**config.mk**
```make
export PLATFORM = sky130hd
export DESIGN_NAME = tcw_ctrl
export DESIGN_NICKNAME = d
export VERILOG_FILES = /design/src/design/tcw_pkg.sv /design/src/design/tcw_ctrl.sv
export SDC_FILE = /design/constraint.sdc
export NUM_CORES = 1
export LEC_CHECK = 0
export ABC_AREA = 1
export BUFFER_PORTS_ARGS = -buffer_cell sky130_fd_sc_hd__buf_2
export CORE_AREA = 2 2 39 41
export DETAILED_ROUTE_END_ITERATION = 6
export DIE_AREA = 0 0 41 43
export SYNTH_ARGS = -nofsm -noshare
export SYNTH_HDL_FRONTEND = slang
export SYNTH_SLANG_ARGS = --single-unit
```
**constraint.sdc**
```tcl
create_clock -name clock -period 1.6 [get_ports clock]
set_input_delay 0 -clock clock [delete_from_list [all_inputs] [get_ports clock]]
set_output_delay 0 -clock clock [all_outputs]
set_load 0.03 [all_outputs]
```
**src/design/tcw_pkg.sv**
```systemverilog
// ----------------------------------------------------------------------------
// Text console cell writer package
// Shared types, character codes and default geometry for the console writer.
// ----------------------------------------------------------------------------
package tcw_pkg;

   // Default screen geometry.
   localparam int TCW_COLUMNS = 80;
   localparam int TCW_ROWS    = 25;

   // Fixed field widths of the request and response channels.
   localparam int CHAR_W  = 8;
   localparam int INDEX_W = 11;

   // Action codes carried in a request.
   localparam logic ACT_PUT  = 1'b0;
   localparam logic ACT_READ = 1'b1;

   // Character codes with a special meaning.
   localparam logic [CHAR_W-1:0] CH_NEWLINE   = 8'h0A;
   localparam logic [CHAR_W-1:0] CH_BACKSPACE = 8'h08;

   // A blank cell is a space with light gray on black.
   localparam logic [CHAR_W-1:0] BLANK_CHAR = 8'h20;
   localparam logic [CHAR_W-1:0] BLANK_ATTR = 8'h07;

   typedef enum logic [2:0] {
      ST_CLEAR,
      ST_IDLE,
      ST_EXEC,
      ST_SCROLL,
      ST_DONE
   } tcw_state_type;

   // Commands from the controller to the datapath.
   typedef struct packed {
      logic clear_step;
      logic capture;
      logic exec;
      logic scroll_step;
      logic finish;
   } tcw_cmd_type;

   // Status from the datapath to the controller.
   typedef struct packed {
      logic wrap;
      logic count_last;
      logic rsp_free;
   } tcw_status_type;

endpackage

```
**src/design/tcw_ctrl.sv**
```systemverilog
// ----------------------------------------------------------------------------
// Text console cell writer controller
// Sequences the clearing pass, request handling, scroll sweep and response.
// ----------------------------------------------------------------------------
module tcw_ctrl import tcw_pkg::*; (
   input  logic           clock,
   input  logic           reset,
   input  logic           req_valid,
   output logic           req_ready,
   input  tcw_status_type status,
   output tcw_cmd_type    cmd
);

   tcw_state_type state_ff;
   tcw_state_type state_in;

   always_ff @(posedge clock) begin
      if (reset) begin
         state_ff <= ST_CLEAR;
      end else begin
         state_ff <= state_in;
      end
   end

   always_comb begin
      state_in = state_ff;
      case (state_ff)
         ST_CLEAR: begin
            if (status.count_last) state_in = ST_IDLE;
         end
         ST_IDLE: begin
            if (req_valid) state_in = ST_EXEC;
         end
         ST_EXEC: begin
            state_in = status.wrap ? ST_SCROLL : ST_DONE;
         end
         ST_SCROLL: begin
            if (status.count_last) state_in = ST_DONE;
         end
         ST_DONE: begin
            if (status.rsp_free) state_in = req_valid ? ST_EXEC : ST_IDLE;
         end
         default: begin
            state_in = ST_CLEAR;
         end
      endcase
   end

   always_comb begin
      cmd       = '0;
      req_ready = 1'b0;
      case (state_ff)
         ST_CLEAR: begin
            cmd.clear_step = 1'b1;
         end
         ST_IDLE: begin
            req_ready   = 1'b1;
            cmd.capture = req_valid;
         end
         ST_EXEC: begin
            cmd.exec = 1'b1;
         end
         ST_SCROLL: begin
            cmd.scroll_step = 1'b1;
         end
         ST_DONE: begin
            if (status.rsp_free) begin
               cmd.finish  = 1'b1;
               req_ready   = 1'b1;
               cmd.capture = req_valid;
            end
         end
         default: begin
            cmd = '0;
         end
      endcase
   end

   // After the execute state the controller always moves on to the scroll or done state.
   assert property (@(posedge clock) disable iff (reset)
      (state_ff == ST_EXEC) |=> (state_ff == ST_SCROLL || state_ff == ST_DONE))
      else $error("tcw_ctrl: execute state did not hand over");

   // A captured request is executed in the following cycle.
   assert property (@(posedge clock) disable iff (reset)
      cmd.capture |=> (state_ff == ST_EXEC))
      else $error("tcw_ctrl: captured request not executed");

endmodule

```
[Word-level counts from Yosys, hierarchy flattened]
Index checks and enable logic that the tools add are counted.
Word-level totals
  register bits: 3
  bits of input ports: 6
  word-level logic and storage cells: 26
Cells by class
  eq/ne operators: 8
  mux-type cells: 15
  reductions and logical operators: 2
Operator list (count)
  3-bit 2-to-1 mux: 5
  3-bit one-hot mux with 5 select lines: 1
  2-bit != test, second input constant: 4
  3-bit by 2-bit equality test with 1-bit output, second input constant: 2
  1-bit 2-to-1 mux: 6
  1-bit one-hot mux with 2 select lines: 2
  4-bit AND reduction: 1
  3-bit by 1-bit equality test with 1-bit output, second input constant: 1
  3-bit equality test, second input constant: 1
  3-bit zero test: 1
  2-bit 2-to-1 mux: 1

[Longest topological paths before layout]
Gate-level depths: netlist of the first run.
  depth after elaboration: 3
  mapped depth: 9
  depth with buffers taken out: 8

[Worst setup path after synthesis of the first run]
OpenSTA, ideal clock, no wires.
  path kind: reg2out
  from: register state_ff[0]
  to: output port cmd[3] (netlist name)
  arrival: 1.516 ns
  required time: 1.600 ns
  path slack: 0.084 ns
  cell stages (with the launch flop): 7
  path buffers: 1
  path through: dfxtp_1 -> buf_6 -> nor2_2 -> nand2_1 -> o21ai_2 -> inv_1 -> nor2_1
RTL lines
  start: declaration: RTL line tcw_ctrl.sv:14  | tcw_state_type state_ff;
  start signal: assignment: RTL line tcw_ctrl.sv:21  | state_ff <= state_in;
  end: declaration: RTL line tcw_ctrl.sv:11  | output tcw_cmd_type cmd

==> results of run 1 <==
==> per-layer routing <==
layer  GRT usage, %  up-vias  part of all wire, %
met1           11.9      155                   44
met5              0        -                    0
li1               -      191                    -
met4           2.00        0                    0
met3           6.28        0                  7.9
met2           13.1       13                   48
==> final cells by class <==
class	instances	area share [%]
clock buffer	4	6.62
inverter	9	8.52
multi-input combinational	39	48.3
sequential	3	15.1
tap	16	5.05
timing repair buffer	12	16.4
==> through the flow <==
step | hold slack (ns) | instance area [µm²] | total power [W]
floorplan | 0.0624 | 304 | 0.000622
global placement | 0.194 | 360 | 0.000701
detailed placement | 0.194 | 360 | 0.000703
CTS | 0.0842 | 397 | 0.000843
global route | 0.120 | 397 | 0.000924
finish | 0.0910 | 397 | 0.000829
==> timing repair <==
action,in CTS,in global routing
buffers inserted,0,0
setup endpoints to repair,0,0
hold buffers,1,0
endpoints found under the hold margin,2,0
resized for setup,0,0
==> cells by family (layout without fill, tap and decap cells) <==
family / after synthesis / after routing
flip-flops: 3 / 3
buffers and inverters: 11 / 25
AO/OA/AOI/OAI: 4 / 4
AND/OR/NAND/NOR: 35 / 35
==> synthesized netlist by cell type (all sizes together) <==
master / number
dfxtp: 3
o21ai: 2
nand2: 15
nor3: 2
buf: 2
inv: 9
nand3: 8
nor2: 10
a21oi: 2
==> worst min-delay path, stage by stage <==
cell and delay, ns:
buf_2 0.07, inv_1 0.05, nand2_1 0.08, a21oi_1 0.06
==> power groups by stage <==
| stage | sequential [W] | combinational [W] | clock, W |
|---|---|---|---|
| finish | 0.000169 | 0.000531 | 0.000130 |
| global route | 0.000176 | 0.000602 | 0.000146 |
| CTS | 0.000169 | 0.000537 | 0.000137 |
| detailed placement | 0.000171 | 0.000532 | 0 |
| global placement | 0.000170 | 0.000531 | 0 |
| floorplan | 0.000122 | 0.000500 | 0 |
==> final timing paths <==
check,startpoint,endpoint,slack [ns]
max,state_ff[0],cmd[3],0.18
min,status[1],state_ff[1],0.09
max reg2reg,state_ff[2],state_ff[1],0.41
min reg2reg,state_ff[0],state_ff[0],0.59
==> results.toml, run 1 <==
[routing]
wire_per_inst_um = 7.89
drt_wl_total_um = 655
drtIter0Drc = 5
dr.pass1.iters = 4
drc = 0
drtAntennaViolNets = 0
via_per_inst = 4.33
num_vias = 359

[layout]
largest_register_ff_count = 3
multi_input_area_um2 = 191
nets = 74
final_cells = 83
final_cell_mix = "12 x nand2_1, 11 x buf_2, 7 x inv_1, 7 x nor2_1, 7 x nand3_1"
fillers = 174
top_register = "state_ff"
layout_commonest_cell = "nand2_1"
utilization_pct = 28.7
syn_to_final_growth_pct = 30.5
reg.largest.list = "state_ff x3"
antenna_cells = 0
drive_gt1_share_pct = 37.3
regArea_um2 = 60.1

[pwr]
seqPwrFrac_pct = 20.4
power.switching_w = 0.000456
pwr-share-comb_pct = 64.0
p_clk_share_pct = 15.6
leakagePower_nw = 0.214
p_int_w = 0.000374
swShare_pct = 55.0
vdd_drop_max_mv = 0.655
powerDensity_nw_per_um2 = 2090

[synth]
avgSynthCellArea_um2 = 5.74
synth_top_family_by_area = "simple AND/OR/NAND/NOR gates"
ys_seq_area_share_pct = 19.8
syn_area_um2 = 304
synth-xor-area-share_pct = 0
synth_area_leader_cell = "dfxtp_1"
syn-num-nets = 59
synth.top_cell.area_share_pct = 19.8
synthCells = 53
synth_seq_cells = 3
synthTopCellsByArea = "dfxtp_1 20%, nand2_1 15%, nand3_1 12%, inv_1 8.6%, nor2_1 8.6%"
synth-simple-area-share_pct = 53.9
yosysWarnings = 0
yosysUniqueCellTypes = 16
synth_compound_area_share_pct = 9.05
synthMuxAreaShare_pct = 0
yosys.area_share.adder_pct = 0

[clock_tree]
cts_tree = "built"
cts_buffers = 3
root_buffer = "clkbuf_4"
clk_latency_ns = 0.23
clk_transition_reported_paths_ns = 0.03
htreeDepth = 1
clockBufferDepth = 2
cts_sinks = 3

[timing]
period_minus_slack_ns = 1.42
drv_slew = 0
tns_ns = 0
finalSetupViolCount = 0
tightest_slew_ns = 0.299
postLayoutSetupSlackWorst_ns = 0.180
fin_crit_sh_pct = 88.7
clock.fmax_ghz = 0.704
rsz0062_at_grt = "false"
slew_headroom_pct = 80.1
finClkSkew_ns = 0.00204
hold_violations = 0

[global_route]
grt_first_pass_wirelength_mm = 1.12
grt_pass1_vias = 306
antenna_found_initial = 0
grt_max_degree = 10
grt-ovfl-total = 0
groute.usage.overall_pct = 9.43

[place]
place_inst = 78
place_hpwl_um = 535
io_buffers = 11
place.gp.congestion = 0.740
place_ws_ns = 0.408

[floorplanning]
die_x_um = 41
row_count = 14
fp.dieH_um = 43
dieArea_um2 = 1760
coreArea_um2 = 1380
pin_count = 12
initial_utilization_pct = 22.0

[critical_path]
critPathMaxStageDelay_ns = 0.38
crit_chain = "nor2_2 > nand2_1 > o21ai_2 > inv_1 > nor2_1 > buf_2"
worstPathRequired_ns = 1.60
crit_buf_inv = 2
end_kind = "primary output"
start_kind = "flip-flop"
critPathTopFamily = "simple AND/OR/NAND/NOR gates"
ff2ff_path_depth = 6
path_depth = 6
slowest_stage = "dfxtp_1"
crit_fanout = 8
path_class = "reg -> out"
crit_arrival_ns = 1.42

[hold_path]
worstHoldPathType = "in -> reg"
hold_depth = 4

[flow_run]
drv_cap = 0

[status]
status = "finished, final reports clean"
No activity file was read; power rests on OpenSTA's default activity.
==> inputs of run 2 (changes only) <==
--- a/config.mk
+++ b/config.mk
@@ -7,9 +7,13 @@
 export LEC_CHECK = 0
 export ABC_AREA = 1
 export BUFFER_PORTS_ARGS = -buffer_cell sky130_fd_sc_hd__buf_2
-export CORE_AREA = 2 2 39 41
+export CELL_PAD_IN_SITES_DETAIL_PLACEMENT = 1
+export CELL_PAD_IN_SITES_GLOBAL_PLACEMENT = 2
+export CORE_MARGIN = 2
+export CORE_UTILIZATION = 22
 export DETAILED_ROUTE_END_ITERATION = 6
-export DIE_AREA = 0 0 41 43
+export PLACE_DENSITY_LB_ADDON = 0.1
+export SKIP_LAST_GASP = 1
 export SYNTH_ARGS = -nofsm -noshare
 export SYNTH_HDL_FRONTEND = slang
 export SYNTH_SLANG_ARGS = --single-unit
==> results.toml, run 2 (synthesized netlist as in run 1, its figures left out) <==
[status]
status = "finished, final reports clean"

[global_route]
grt_pass1_vias = 279
grt_first_pass_wirelength_mm = 1.19
antenna_found_initial = 0
grt-ovfl-total = 0
groute.usage.overall_pct = 11.3
grt_max_degree = 10

[layout]
largest_register_ff_count = 3
final_cell_mix = "12 x nand2_1, 11 x buf_2, 7 x inv_1, 7 x nor2_1, 7 x nand3_1"
syn_to_final_growth_pct = 31.7
fillers = 183
fin_area_um2 = 400
layout_commonest_cell = "nand2_1"
nets = 74
reg.largest.list = "state_ff x3"
drive_gt1_share_pct = 37.3
antenna_cells = 0
top_register = "state_ff"

[critical_path]
crit_chain = "nor2_4 > nand2_1 > o21ai_2 > inv_1 > nor2_1 > buf_2"
worstPathRequired_ns = 1.60
critPathMaxStageDelay_ns = 0.40
critPathTopFamily = "flip-flops"
crit_buf_inv = 2
start_kind = "flip-flop"
end_kind = "primary output"
crit_arrival_ns = 1.38
path_class = "reg -> out"
crit_fanout = 8
slowest_stage = "dfxtp_1"

[routing]
drtAntennaViolNets = 0
drt_wl_total_um = 759
num_vias = 367
drtIter0Drc = 0
dr.pass1.iters = 1
drc = 0
wire_per_inst_um = 9.26
via_per_inst = 4.48

[timing]
tns_ns = 0
drv_slew = 0
hold_violations = 0
finalSetupViolCount = 0
tightest_slew_ns = 0.343
slew_headroom_pct = 77.1
rsz0062_at_grt = "false"
fin_crit_sh_pct = 86.3
period_minus_slack_ns = 1.38
finClkSkew_ns = 0.00289
clock.fmax_ghz = 0.724

[pwr]
p_int_w = 0.000379
seqPwrFrac_pct = 21.0
power.switching_w = 0.000477
pwr-share-comb_pct = 63.2
vdd_drop_max_mv = 0.646
p_clk_share_pct = 15.8
powerDensity_nw_per_um2 = 2140
leakagePower_nw = 0.216
swShare_pct = 55.7

[floorplanning]
die_x_um = 41.2
row_count = 13
coreArea_um2 = 1300
dieArea_um2 = 1700
pin_count = 12
fp.dieH_um = 41.2
initial_utilization_pct = 23.4

[clock_tree]
clk_transition_reported_paths_ns = 0.04
htreeDepth = 1
clk_latency_ns = 0.23
clockBufferDepth = 2
postCtsSetupRepairBufs = 0
cts_tree = "built"
root_buffer = "clkbuf_4"
cts_sinks = 3
cts_buffers = 3

[place]
dpl_cell_area_um2 = 359
io_buffers = 11
place.gp.congestion = 0.684
place_hpwl_um = 602

[hold_path]
worstHoldPathType = "in -> reg"

[flow_run]
drv_cap = 0
## run 2: cell count changes in the layout (fill, tap and decap cells not counted)
cell / change
nor2_2: -1
nor2_4: +1
## run 2: metal layers
metal  part of all wire [%]  routed length, µm  track usage [%]  vias to the layer above
met4                   0.53                  4             4.84                        0
met5                      0                  0                0                        -
met1                     50                380             14.1                      163
met2                     42                318             15.6                       10
li1                       -                  -                -                      192
met3                    7.4                 56             6.52                        2
## run 2: worst paths after layout
check | endpoint | slack (ns) | from | cells after the start
hold reg to reg | state_ff[0] | 0.61 | state_ff[0] | 2
setup / recovery | cmd[3] | 0.22 | state_ff[0] | 6
hold / removal | state_ff[1] | 0.09 | status[1] | 4
setup reg to reg | state_ff[2] | 0.33 | state_ff[2] | 7
## run 2: area by class of cell
| type | count | area [µm²] | area share [%] |
|---|---|---|---|
| multi-input combinational | 39 | 196 | 49.1 |
| sequential | 3 | 60.1 | 15.0 |
| timing repair buffer | 12 | 65.1 | 16.2 |
| clock buffer | 4 | 26.3 | 6.56 |
| inverter | 9 | 33.8 | 8.44 |
| tap | 15 | 18.8 | 4.69 |
## run 2: power groups by stage
stage / combinational (W) / sequential [W] / clock [W]
3_3_place_gp: 0.000543 / 0.000177 / 0
6_report: 0.000541 / 0.000180 / 0.000135
4_1_cts: 0.000545 / 0.000175 / 0.000141
3_5_place_dp: 0.000540 / 0.000175 / 0
2_1_floorplan: 0.000500 / 0.000122 / 0
5_1_grt: 0.000603 / 0.000188 / 0.000151
## run 2: worst min-delay path, cell delays in order
cell	delay, ns
buf_2	0.07
inv_1	0.05
nand2_1	0.08
a21oi_1	0.07
## run 2: repair_timing
item                                    4_1_cts  5_1_grt
hold buffers                                  1        0
endpoints found under the hold margin         2        0
endpoints found under the setup margin        0        1
gates resized for setup                       0        1
## run 2: stage by stage
| step | hold WS (ns) | utilization (%) | total power (W) | instances | setup slack [ns] |
|---|---|---|---|---|---|
| floorplan | 0.0624 | - | 0.000622 | 53 | 0.0838 |
| global placement | 0.199 | 27.6 | 0.000720 | 77 | 0.324 |
| detailed placement | 0.199 | 27.6 | 0.000715 | 77 | 0.342 |
| CTS | 0.0947 | 30.4 | 0.000860 | 82 | 0.126 |
| global route | 0.118 | 30.8 | 0.000943 | 82 | 0.0693 |
| finish | 0.0897 | 30.8 | 0.000856 | 82 | 0.219 |
